==> src/round_robin_task_scheduler_core_macros.svh <==
// Assertion macros for the round-robin task scheduler core.
// Included by files that carry concurrent assertions; no other dependencies.
`ifndef ROUND_ROBIN_TASK_SCHEDULER_CORE_MACROS_SVH
`define ROUND_ROBIN_TASK_SCHEDULER_CORE_MACROS_SVH
`ifndef ASSERT_OFF
`define RRTS_ASSERT(label, clk, rst_n, prop) \
  label: assert property (@(posedge clk) disable iff (!rst_n) (prop)) \
    else $error("scheduler assertion failed");
`define RRTS_ASSERT_NEVER(label, clk, rst_n, prop) \
  label: assert property (@(posedge clk) disable iff (!rst_n) !(prop)) \
    else $error("scheduler forbidden condition seen");
`else
`define RRTS_ASSERT(label, clk, rst_n, prop)
`define RRTS_ASSERT_NEVER(label, clk, rst_n, prop)
`endif
`endif

==> src/rrts_pkg.sv <==
// Shared constants, codes and structures of the round-robin task scheduler.
// No dependencies; used by every module of the block.
package rrts_pkg;

  localparam int MaxTasks   = 8;
  localparam int FrameBytes = 64;
  localparam int SlotIdxW   = $clog2(MaxTasks);
  localparam int SlotW      = $clog2(MaxTasks + 1);
  localparam int SumW       = SlotW + 1;

  typedef enum logic [1:0] {
    OpAdd   = 2'd0,
    OpYield = 2'd1,
    OpExit  = 2'd2,
    OpQuery = 2'd3
  } rrts_op_e;

  typedef enum logic [2:0] {
    StOk        = 3'd0,
    StFull      = 3'd1,
    StNoReady   = 3'd2,
    StOverflow  = 3'd3,
    StNoCurrent = 3'd4
  } rrts_status_e;

  typedef logic [3:0] rrts_nslot_t;

  typedef struct packed {
    logic [15:0] id;
    logic [31:0] sp;
    logic [31:0] top;
    logic [31:0] size;
  } rrts_entry_t;

  typedef struct packed {
    rrts_status_e status;
    logic [15:0]  task_id;
    logic         is_running;
    logic [31:0]  next_sp;
    rrts_nslot_t  next_slot;
    logic         freed_valid;
    logic [31:0]  freed_base;
  } rrts_result_t;

  typedef struct packed {
    logic             push;
    logic [SlotW-1:0] push_slot;
    logic             pop;
  } rrts_q_cmd_t;

  typedef struct packed {
    logic             empty;
    logic [SlotW-1:0] count;
    logic [SlotW-1:0] rd_slot;
  } rrts_q_stat_t;

endpackage

==> src/round_robin_task_scheduler_core.sv <==
// Channel | Direction | Handshake                 | Payload
// request | in        | in_valid_i / in_ready_o   | opcode, stack_top, stack_bytes, saved_sp,
//         |           |                           | query_pid
// result  | out       | out_valid_o / out_ready_i | status, task_id, is_running, next_sp,
//         |           |                           | next_slot, freed_valid, freed_base
// One request is worked on at a time. An add claims the first free slot; yield and exit
// save the current task's stack pointer, then pop the ready queue and read the next entry.
// A query of a nonzero id walks the slot table one entry a cycle through its read port.
// The result sits in an output register, so the next request is taken while it waits.
// A stalled output holds the finished request in its last state until the register frees.
// Reset is asynchronous and needs no clearing pass; running flags reset in flip-flops.
`include "round_robin_task_scheduler_core_macros.svh"
module round_robin_task_scheduler_core (
  input  logic        clk_i,
  input  logic        rst_ni,
  input  logic        in_valid_i,
  output logic        in_ready_o,
  input  logic [1:0]  opcode_i,
  input  logic [31:0] stack_top_i,
  input  logic [31:0] stack_bytes_i,
  input  logic [31:0] saved_sp_i,
  input  logic [15:0] query_pid_i,
  output logic        out_valid_o,
  input  logic        out_ready_i,
  output logic [2:0]  status_o,
  output logic [15:0] task_id_o,
  output logic        is_running_o,
  output logic [31:0] next_sp_o,
  output logic [3:0]  next_slot_o,
  output logic        freed_valid_o,
  output logic [31:0] freed_base_o
);

  typedef enum logic [3:0] {
    S_IDLE, S_ADD, S_RD_CUR, S_WR_CUR, S_POP, S_POP_WAIT, S_SLOT_WAIT, S_QUERY, S_DONE
  } state_e;

  state_e                         state_q, state_d;
  rrts_pkg::rrts_op_e             op_q, op_d;
  logic [31:0]                    top_q, top_d;
  logic [31:0]                    size_q, size_d;
  logic [31:0]                    sp_q, sp_d;
  logic [15:0]                    qpid_q, qpid_d;
  logic [rrts_pkg::SlotW-1:0]     cur_q, cur_d;
  logic [rrts_pkg::MaxTasks-1:0]  running_q, running_d;
  logic [15:0]                    id_q, id_d;
  rrts_pkg::rrts_result_t         res_q, res_d;
  rrts_pkg::rrts_result_t         out_q, out_d;
  logic                           out_vld_q, out_vld_d;
  logic [rrts_pkg::SlotW-1:0]     qidx_q, qidx_d;
  logic                           cmp_vld_q, cmp_vld_d;
  logic [rrts_pkg::SlotIdxW-1:0]  cmp_idx_q, cmp_idx_d;

  logic                           ram_we;
  logic [rrts_pkg::SlotIdxW-1:0]  ram_waddr;
  rrts_pkg::rrts_entry_t          ram_wdata;
  logic                           ram_re;
  logic [rrts_pkg::SlotIdxW-1:0]  ram_raddr;
  rrts_pkg::rrts_entry_t          ram_rdata;
  rrts_pkg::rrts_q_cmd_t          q_cmd;
  rrts_pkg::rrts_q_stat_t         q_stat;

  logic [rrts_pkg::SlotW-1:0]     cur_m1;
  logic [rrts_pkg::SlotIdxW-1:0]  cur_idx;
  logic [rrts_pkg::SlotW-1:0]     pop_m1;
  logic [rrts_pkg::SlotIdxW-1:0]  pop_idx;
  logic                           pop_in_range;
  logic                           free_found;
  logic [rrts_pkg::SlotIdxW-1:0]  free_idx;

  assign cur_m1       = cur_q - rrts_pkg::SlotW'(1);
  assign cur_idx      = cur_m1[rrts_pkg::SlotIdxW-1:0];
  assign pop_m1       = q_stat.rd_slot - rrts_pkg::SlotW'(1);
  assign pop_idx      = pop_m1[rrts_pkg::SlotIdxW-1:0];
  assign pop_in_range = (q_stat.rd_slot != '0) &&
                        (q_stat.rd_slot <= rrts_pkg::SlotW'(rrts_pkg::MaxTasks));

  always_comb begin
    free_found = 1'b0;
    free_idx   = '0;
    for (int i = 0; i < rrts_pkg::MaxTasks; i++) begin
      if (!free_found && !running_q[i]) begin
        free_found = 1'b1;
        free_idx   = rrts_pkg::SlotIdxW'(i);
      end
    end
  end

  rrts_slot_ram u_slot_ram (
    .clk_i   (clk_i),
    .we_i    (ram_we),
    .waddr_i (ram_waddr),
    .wdata_i (ram_wdata),
    .re_i    (ram_re),
    .raddr_i (ram_raddr),
    .rdata_o (ram_rdata)
  );

  rrts_ready_queue u_ready_queue (
    .clk_i  (clk_i),
    .rst_ni (rst_ni),
    .cmd_i  (q_cmd),
    .stat_o (q_stat)
  );

  always_comb begin
    state_d   = state_q;
    op_d      = op_q;
    top_d     = top_q;
    size_d    = size_q;
    sp_d      = sp_q;
    qpid_d    = qpid_q;
    cur_d     = cur_q;
    running_d = running_q;
    id_d      = id_q;
    res_d     = res_q;
    out_d     = out_q;
    out_vld_d = out_vld_q && !out_ready_i;
    qidx_d    = qidx_q;
    cmp_vld_d = 1'b0;
    cmp_idx_d = cmp_idx_q;
    ram_we    = 1'b0;
    ram_waddr = cur_idx;
    ram_wdata = ram_rdata;
    ram_re    = 1'b0;
    ram_raddr = cur_idx;
    q_cmd     = '0;

    case (state_q)
      S_IDLE: begin
        if (in_valid_i) begin
          op_d   = rrts_pkg::rrts_op_e'(opcode_i);
          top_d  = stack_top_i;
          size_d = stack_bytes_i;
          sp_d   = saved_sp_i;
          qpid_d = query_pid_i;
          res_d  = '0;
          res_d.status = rrts_pkg::StOk;
          qidx_d = '0;
          case (rrts_pkg::rrts_op_e'(opcode_i))
            rrts_pkg::OpAdd:   state_d = S_ADD;
            rrts_pkg::OpYield: state_d = (cur_q != '0) ? S_RD_CUR : S_POP;
            rrts_pkg::OpExit: begin
              if (cur_q != '0) begin
                state_d = S_RD_CUR;
              end else begin
                res_d.status = rrts_pkg::StNoCurrent;
                state_d      = S_DONE;
              end
            end
            rrts_pkg::OpQuery: state_d = (query_pid_i != '0) ? S_QUERY : S_DONE;
            default:           state_d = S_DONE;
          endcase
        end
      end
      S_ADD: begin
        if (!free_found) begin
          res_d.status = rrts_pkg::StFull;
        end else begin
          ram_we          = 1'b1;
          ram_waddr       = free_idx;
          ram_wdata.id    = id_q;
          ram_wdata.sp    = top_q - 32'(rrts_pkg::FrameBytes);
          ram_wdata.top   = top_q;
          ram_wdata.size  = size_q;
          running_d[free_idx] = 1'b1;
          q_cmd.push      = 1'b1;
          q_cmd.push_slot = rrts_pkg::SlotW'(free_idx) + rrts_pkg::SlotW'(1);
          res_d.task_id   = id_q;
          id_d            = id_q + 16'd1;
        end
        state_d = S_DONE;
      end
      S_RD_CUR: begin
        ram_re  = 1'b1;
        state_d = S_WR_CUR;
      end
      S_WR_CUR: begin
        ram_we       = 1'b1;
        ram_wdata.sp = sp_q;
        if (op_q == rrts_pkg::OpExit) begin
          res_d.freed_valid  = 1'b1;
          res_d.freed_base   = ram_rdata.top - ram_rdata.size;
          running_d[cur_idx] = 1'b0;
        end else begin
          q_cmd.push      = 1'b1;
          q_cmd.push_slot = cur_q;
        end
        state_d = S_POP;
      end
      S_POP: begin
        if (q_stat.empty) begin
          cur_d         = '0;
          res_d.status  = rrts_pkg::StNoReady;
          res_d.next_sp = '0;
          state_d       = S_DONE;
        end else begin
          q_cmd.pop = 1'b1;
          state_d   = S_POP_WAIT;
        end
      end
      S_POP_WAIT: begin
        if (pop_in_range) begin
          cur_d     = q_stat.rd_slot;
          ram_re    = 1'b1;
          ram_raddr = pop_idx;
          state_d   = S_SLOT_WAIT;
        end else begin
          cur_d        = '0;
          res_d.status = rrts_pkg::StNoReady;
          state_d      = S_DONE;
        end
      end
      S_SLOT_WAIT: begin
        res_d.next_sp = ram_rdata.sp;
        res_d.status  = (ram_rdata.sp < (ram_rdata.top - ram_rdata.size)) ?
                        rrts_pkg::StOverflow : rrts_pkg::StOk;
        state_d = S_DONE;
      end
      S_QUERY: begin
        if (qidx_q != rrts_pkg::SlotW'(rrts_pkg::MaxTasks)) begin
          ram_re    = 1'b1;
          ram_raddr = qidx_q[rrts_pkg::SlotIdxW-1:0];
          qidx_d    = qidx_q + rrts_pkg::SlotW'(1);
          cmp_vld_d = 1'b1;
          cmp_idx_d = qidx_q[rrts_pkg::SlotIdxW-1:0];
        end else if (!cmp_vld_q) begin
          state_d = S_DONE;
        end
        if (cmp_vld_q && running_q[cmp_idx_q] && (ram_rdata.id == qpid_q)) begin
          res_d.is_running = 1'b1;
        end
      end
      S_DONE: begin
        if (!out_vld_q || out_ready_i) begin
          out_d           = res_q;
          out_d.next_slot = rrts_pkg::rrts_nslot_t'(cur_q);
          out_vld_d       = 1'b1;
          state_d         = S_IDLE;
        end
      end
      default: state_d = S_IDLE;
    endcase
  end

  always_ff @(posedge clk_i or negedge rst_ni) begin
    if (!rst_ni) begin
      state_q   <= S_IDLE;
      op_q      <= rrts_pkg::OpAdd;
      top_q     <= '0;
      size_q    <= '0;
      sp_q      <= '0;
      qpid_q    <= '0;
      cur_q     <= '0;
      running_q <= '0;
      id_q      <= '0;
      res_q     <= '0;
      out_q     <= '0;
      out_vld_q <= 1'b0;
      qidx_q    <= '0;
      cmp_vld_q <= 1'b0;
      cmp_idx_q <= '0;
    end else begin
      state_q   <= state_d;
      op_q      <= op_d;
      top_q     <= top_d;
      size_q    <= size_d;
      sp_q      <= sp_d;
      qpid_q    <= qpid_d;
      cur_q     <= cur_d;
      running_q <= running_d;
      id_q      <= id_d;
      res_q     <= res_d;
      out_q     <= out_d;
      out_vld_q <= out_vld_d;
      qidx_q    <= qidx_d;
      cmp_vld_q <= cmp_vld_d;
      cmp_idx_q <= cmp_idx_d;
    end
  end

  assign in_ready_o    = (state_q == S_IDLE);
  assign out_valid_o   = out_vld_q;
  assign status_o      = out_q.status;
  assign task_id_o     = out_q.task_id;
  assign is_running_o  = out_q.is_running;
  assign next_sp_o     = out_q.next_sp;
  assign next_slot_o   = out_q.next_slot;
  assign freed_valid_o = out_q.freed_valid;
  assign freed_base_o  = out_q.freed_base;

  `RRTS_ASSERT(a_cur_in_range, clk_i, rst_ni, cur_q <= rrts_pkg::SlotW'(rrts_pkg::MaxTasks))
  `RRTS_ASSERT(a_cur_running, clk_i, rst_ni, (state_q == S_IDLE && cur_q != '0) |-> running_q[cur_idx])
  `RRTS_ASSERT(a_queue_bound, clk_i, rst_ni, (state_q == S_IDLE) |-> (int'(q_stat.count) + int'(cur_q != '0) <= $countones(running_q)))
  `RRTS_ASSERT_NEVER(a_no_drop, clk_i, rst_ni, out_vld_q && !out_ready_i && state_q == S_DONE && state_d == S_IDLE)

endmodule

==> src/rrts_slot_ram.sv <==
// Slot table memory: one write port and one read port with registered data.
// Depends on rrts_pkg for the entry layout and the table depth.
module rrts_slot_ram (
  input  logic                           clk_i,
  input  logic                           we_i,
  input  logic [rrts_pkg::SlotIdxW-1:0]  waddr_i,
  input  rrts_pkg::rrts_entry_t          wdata_i,
  input  logic                           re_i,
  input  logic [rrts_pkg::SlotIdxW-1:0]  raddr_i,
  output rrts_pkg::rrts_entry_t          rdata_o
);

  rrts_pkg::rrts_entry_t mem [rrts_pkg::MaxTasks];
  rrts_pkg::rrts_entry_t rdata_q;

  always_ff @(posedge clk_i) begin
    if (we_i) begin
      mem[waddr_i] <= wdata_i;
    end
    if (re_i) begin
      rdata_q <= mem[raddr_i];
    end
  end

  assign rdata_o = rdata_q;

endmodule

==> src/rrts_ready_queue.sv <==
// Ready queue of slot numbers held in a small memory with head and fill count.
// Depends on rrts_pkg; a popped slot number is registered before it shows on rd_slot.
module rrts_ready_queue (
  input  logic                   clk_i,
  input  logic                   rst_ni,
  input  rrts_pkg::rrts_q_cmd_t  cmd_i,
  output rrts_pkg::rrts_q_stat_t stat_o
);

  logic [rrts_pkg::SlotW-1:0]    mem [rrts_pkg::MaxTasks];
  logic [rrts_pkg::SlotIdxW-1:0] head_q, head_d;
  logic [rrts_pkg::SlotW-1:0]    count_q, count_d;
  logic [rrts_pkg::SlotW-1:0]    rd_q;
  logic [rrts_pkg::SumW-1:0]     sum;
  logic [rrts_pkg::SumW-1:0]     tail_full;
  logic [rrts_pkg::SlotIdxW-1:0] tail;
  logic                          full;
  logic                          empty;
  logic                          push_ok;
  logic                          pop_ok;

  assign full    = (count_q == rrts_pkg::SlotW'(rrts_pkg::MaxTasks));
  assign empty   = (count_q == '0);
  assign push_ok = cmd_i.push && !full;
  assign pop_ok  = cmd_i.pop && !empty;

  assign sum       = rrts_pkg::SumW'(head_q) + rrts_pkg::SumW'(count_q);
  assign tail_full = (sum >= rrts_pkg::SumW'(rrts_pkg::MaxTasks)) ?
                     sum - rrts_pkg::SumW'(rrts_pkg::MaxTasks) : sum;
  assign tail      = tail_full[rrts_pkg::SlotIdxW-1:0];

  always_comb begin
    head_d  = head_q;
    count_d = count_q;
    if (pop_ok) begin
      head_d = (head_q == rrts_pkg::SlotIdxW'(rrts_pkg::MaxTasks - 1)) ?
               '0 : head_q + rrts_pkg::SlotIdxW'(1);
    end
    if (push_ok && !pop_ok) begin
      count_d = count_q + rrts_pkg::SlotW'(1);
    end else if (pop_ok && !push_ok) begin
      count_d = count_q - rrts_pkg::SlotW'(1);
    end
  end

  always_ff @(posedge clk_i or negedge rst_ni) begin
    if (!rst_ni) begin
      head_q  <= '0;
      count_q <= '0;
    end else begin
      head_q  <= head_d;
      count_q <= count_d;
    end
  end

  always_ff @(posedge clk_i) begin
    if (push_ok) begin
      mem[tail] <= cmd_i.push_slot;
    end
    if (pop_ok) begin
      rd_q <= mem[head_q];
    end
  end

  assign stat_o.empty   = empty;
  assign stat_o.count   = count_q;
  assign stat_o.rd_slot = rd_q;

endmodule

==> config.mk <==
export PLATFORM = sky130hd
export DESIGN_NAME = round_robin_task_scheduler_core
export DESIGN_NICKNAME = d
export VERILOG_FILES = /design/src/rrts_pkg.sv /design/src/round_robin_task_scheduler_core.sv /design/src/rrts_slot_ram.sv /design/src/rrts_ready_queue.sv
export VERILOG_INCLUDE_DIRS = /design/src /design/src/src
export SDC_FILE = /design/constraint.sdc
export NUM_CORES = 2
export LEC_CHECK = 0
export BUFFER_PORTS_ARGS = -buffer_cell sky130_fd_sc_hd__buf_4
export CAP_MARGIN = 20
export CORE_MARGIN = 2
export CORE_UTILIZATION = 50
export CTS_BUF_LIST = sky130_fd_sc_hd__clkbuf_4
export CTS_CLUSTER_DIAMETER = 80
export DETAILED_ROUTE_END_ITERATION = 6
export GPL_TIMING_DRIVEN = 0
export PLACE_DENSITY = 0.67
export SETUP_SLACK_MARGIN = 0.02
export SYNTH_ARGS = -nofsm -noshare
export SYNTH_HDL_FRONTEND = slang
export SYNTH_HIERARCHICAL = 1
export SYNTH_SLANG_ARGS = --single-unit
==> constraint.sdc <==
create_clock -name clk_i -period 13.85 [get_ports clk_i]
set_input_delay 0.6925 -clock clk_i [delete_from_list [all_inputs] [get_ports clk_i]]
set_output_delay 0.6925 -clock clk_i [all_outputs]
set_load 0.01 [all_outputs]
==> results.txt <==
----------------------------------------------------
[Status]
  Outcome ... complete, no violations

[Clocking]
  CTS tree ... done
  Root Buffer Master ... sky130_fd_sc_hd__clkbuf_4
  Total clock sinks ... 1380
  Clock buffers created by TritonCTS ... 365
  Buffer count from post-CTS setup fixing ... 0
  H-tree Lvls ... 5
  Clock slew at reported path FFs ... 70 ps
  Number of buffers added to fix hold violations after cts ... 120
  Clock insertion delay at the later pin of the skew report ... approximately 1200 ps
  Post-cts sizing count ... 0
  Maximum clock insertion buffer count ... 4

[Logic synthesis]
  Multiplexer area fraction after synthesis ... 0.1381
  Post-Synth Adder-Cell Area ... 0.01779
  Total nets after synthesis ... between 3k and 4k
  XOR/XNOR share of the synthesized area ... 0.01422
  Async set-reset flop share out of synthesis ... 0.2435
  Count of distinct cell types in the synthesized netlist ... 84
  Top cells by area in the synthesized netlist ... sky130_fd_sc_hd__edfxtp_1 (55%), sky130_fd_sc_hd__dfrtp_1 (15%), sky130_fd_sc_hd__mux4_2 (9.0%)
  Share of the yosys chip area belonging to registers ... 0.6994
  Main combinational cell family by area after synthesis ... multiplexers
  Synth Cell Area ... between 0.05 and 0.06 sq mm
  Compound-Gate Fraction of Synth Area ... 0.04548
  Library cell with the highest instance count after synthesis ... sky130_fd_sc_hd__edfxtp_1
  Most frequent cells after synthesis ... sky130_fd_sc_hd__edfxtp_1 (1044), sky130_fd_sc_hd__nand2_1 (633), sky130_fd_sc_hd__dfrtp_1 (336)
  Leading register cell type out of synthesis ... sky130_fd_sc_hd__edfxtp_1
  Mapped Avg Cell Area ... 16.28 sq um
  Warnings from Yosys ... 6
  Count of flip-flops with a built-in enable after synthesis ... ~1.0k
  Mapped Cells ... roughly 3.5k
  Flops & latches, synth ... 1380
  Share of the synthesized area in the top cell type ... 0.5515
  Library cell with the largest summed area after synthesis ... sky130_fd_sc_hd__edfxtp_1
  Area share of and/or/nand/nor cells after synthesis ... 0.06520

[Drt]
  Final antenna-violating net count ... 0
  Via count of the routed design ... between 30k and 40k
  DRC ... 0
  Routed vias/inst ... 5.869
  Wire length after detailed routing ... around 160000 um
  Post-DR wirelength/cell ... roughly 27 um
  Detailed router's first-iteration violation count ... approximately 4.2k
  Iteration count of the initial detailed-routing pass ... 6

[Place]
  Total half-perimeter wirelength after legalization and detailed placement ... 112100 um
  Total cell area at the placement stage ... 0.06173 sq mm
  Routability congestion estimate from global placement ... 0.9208
  Buffers added on ports ... approximately 210

[GRT]
  Total routing resource utilization after global routing ... 0.2801
  Vias in the first global route ... 35.54k
  Overall overflow remaining after global route ... 0
  Number of antenna violations at the first check in global routing ... 3
  Global-route wire length before repair ... 235800 um
  Maximum number of pins on one net before global-route repair ... between 100 and 150

[Setup path]
  R2R Setup Slk ... between 7000 and 8000 ps
  Logic depth of the worst register-to-register path ... 15
  CP Data Required Time ... between 10000 and 15000 ps
  Critical path arrival ... between 6000 and 7000 ps
  Category of the worst setup path launch point ... register
  Cell with the largest stage delay on the worst path ... sky130_fd_sc_hd__nor3_2
  Worst path cell trace ... clkbuf_1, clkinv_1, and3_1, clkbuf_1, nand2_1, clkbuf_1, clkbuf_1, a22oi_1, nand2b_1, nor3_2, buf_6, buf_6, buf_4, buf_6, buf_6
  Critical path start-end classification ... register to register
  Crit end category ... register
  Delay of the slowest cell on the worst path ... 800 ps
  Maximum fanout encountered on the critical timing path ... 10

[Timing]
  Slew at the pin with the worst max-slew slack ... 1155 ps
  Final Setup Violations ... 0
  Final-report hold violation count ... 0
  Final-report max-slew violation count ... 0
  Achievable Freq ... about 170 MHz
  Final hold slack ... 229.3 ps
  Ratio of final minimum period to clock period ... 0.4333
  Worst clock skew ... slightly below 100 ps
  Shortest period the worst path allows ... between 6000 and 7000 ps
  RSZ-0062 raised after global routing ... no
  Max-slew headroom at the worst pin ... 0.2300

[Floorplanning]
  Num rows ... roughly 120
  Io pins ... approximately 210
  Core Area ... 0.1127 sq mm
  Die height ... approximately 340 um
  Floorplan die area ... around 0.12 sq mm
  Die Span X ... 341.2 um
  Starting utilization of the core area ... 0.5046

[Power and ir drop]
  Post-layout total power ... 0.01510 W
  Leakage component of the power ... between 20 and 30 nW
  Cell area power density ... around 220 mW/mm^2
  Max rail drop VDD ... roughly 0.00011 V

[Layout]
  Layout overhead on the synthesized area ... 19.02%
  Filler Cell Count ... 8637
  Util after Layout ... 0.6006
  Fraction of final layout cells sized beyond drive strength 1 ... 0.3034
  Final #Nets ... between 4k and 5k
  Layout Cell Area excl Fill ... between 0.06 and 0.07 sq mm

[Min path]
  Class of the most critical hold timing path ... input pin to register
  Cells on Worst Hold Path ... 4

[Run]
  Reported max-cap violation count ... 0

----------------------------------------------------
## per-stage QoR
stage               TNS (ps)  cells  setup WS [ps]
global route               0   6053           7842
finish                     0   6056           7849
detailed placement         0   5279           8131
global placement    -2542330   5199          -7344
CTS                        0   6050           8082
floorplan                  0   3491           3454
## cells in the final DEF (no fill, tap or decap), types with 20 or more instances in the layout
| cell type | synthesis | final |
|---|---|---|
| sky130_fd_sc_hd__mux4_2 | 226 | 226 |
| sky130_fd_sc_hd__mux2_2 | 153 | 153 |
| sky130_fd_sc_hd__xnor2_1 | 47 | 47 |
| sky130_fd_sc_hd__nor3_1 | 24 | 21 |
| sky130_fd_sc_hd__a22oi_1 | 20 | 20 |
| sky130_fd_sc_hd__xor2_1 | 40 | 40 |
| sky130_fd_sc_hd__buf_6 | 12 | 38 |
| sky130_fd_sc_hd__nand3_1 | 33 | 33 |
| sky130_fd_sc_hd__o21ai_0 | 149 | 148 |
| sky130_fd_sc_hd__clkbuf_1 | 115 | 114 |
| sky130_fd_sc_hd__mux2_4 | 53 | 53 |
| sky130_fd_sc_hd__a21o_1 | 31 | 31 |
| sky130_fd_sc_hd__nand2_1 | 633 | 633 |
| sky130_fd_sc_hd__nor2_1 | 55 | 49 |
| sky130_fd_sc_hd__dfrtp_1 | 336 | 336 |
| sky130_fd_sc_hd__clkbuf_4 | 0 | 553 |
| sky130_fd_sc_hd__ha_1 | 76 | 76 |
| sky130_fd_sc_hd__a21oi_1 | 60 | 60 |
| sky130_fd_sc_hd__buf_2 | 24 | 24 |
| sky130_fd_sc_hd__clkinv_1 | 1 | 71 |
| sky130_fd_sc_hd__inv_1 | 61 | 61 |
| sky130_fd_sc_hd__nand4_1 | 27 | 27 |
| sky130_fd_sc_hd__edfxtp_1 | 1044 | 1044 |
| sky130_fd_sc_hd__a22o_1 | 51 | 51 |
| sky130_fd_sc_hd__buf_12 | 2 | 33 |
| sky130_fd_sc_hd__nor4_1 | 21 | 20 |
| sky130_fd_sc_hd__buf_4 | 1 | 211 |
| sky130_fd_sc_hd__dlygate4sd3_1 | 0 | 119 |
## cell type report
type / instances / area, sq um / area share
Antenna cell: 4 / 10.01 / 0.0001479
Buffer: 175 / 893.4 / 0.01320
Clock buffer: 551 / 4136 / 0.06114
Clock inverter: 100 / 548.0 / 0.008100
Inverter: 62 / 232.7 / 0.003440
Multi-Input combinational cell: 1874 / 16040 / 0.2370
Sequential cell: 1380 / 39760 / 0.5876
Tap cell: 1500 / 1877 / 0.02774
Timing Repair Buffer: 410 / 4164 / 0.06155
## per-layer routing
layer / global-route usage / share of wire
met5: 0 / 0
met4: 0.1193 / 0.039
met3: 0.06817 / 0.11
met2: 0.4168 / 0.45
met1: 0.3976 / 0.40
## logic make-up after synthesis
group / Yosys count
DFF: 1380
and+or+nand+nor: 869
muxes: 443
AOI/OAI and AO/OA: 394
buffers and inverters: 237
xor gates and xnor gates: 89
adders and majority gates: 79
## power by group
group / internal, W / switching (W)
clock: 0.00191 / 0.00165
combinational: 0.00214 / 0.00312
sequential: 0.00572 / 0.000560
## flip-flops by register name, indices dropped and copies added (netlist names), 4 cells and up
| register | count |
|---|---|
| top_q | 32 |
| u_slot_ram/rdata_o | 112 |
| state_q | 4 |
| u_ready_queue/rd_q | 4 |
| id_q | 16 |
| size_q | 32 |
| u_slot_ram/mem | 896 |
| qpid_q | 16 |
| running_q | 8 |
| res_q | 85 |
| freed_base_o | 32 |
| cur_q | 4 |
| sp_q | 32 |
| qidx_q | 4 |
| u_ready_queue/mem | 32 |
| next_slot_o | 4 |
| u_ready_queue/count_q | 4 |
| next_sp_o | 32 |
| task_id_o | 16 |
## worst paths after layout
check | from | to
setup / recovery | state_q[1] | u_slot_ram/mem[0][53]
hold / removal | stack_top_i[19] | top_q[19]
setup reg to reg | state_q[1] | u_slot_ram/mem[0][53]
hold reg to reg | res_q[74] | task_id_o[4]
max in group asynchronous | rst_ni | size_q[29]
min in group asynchronous | rst_ni | cmp_idx_q[2]
## critical path: cells and delay by family (launching register included)
| family | cells | cell delay, ps |
|---|---|---|
| buffers and inverters | 10 | 3330 |
| and+or+nand+nor | 4 | 1760 |
| DFF | 1 | 330 |
| AOI/OAI and AO/OA | 1 | 240 |
Power figures use the tool's default switching activity.
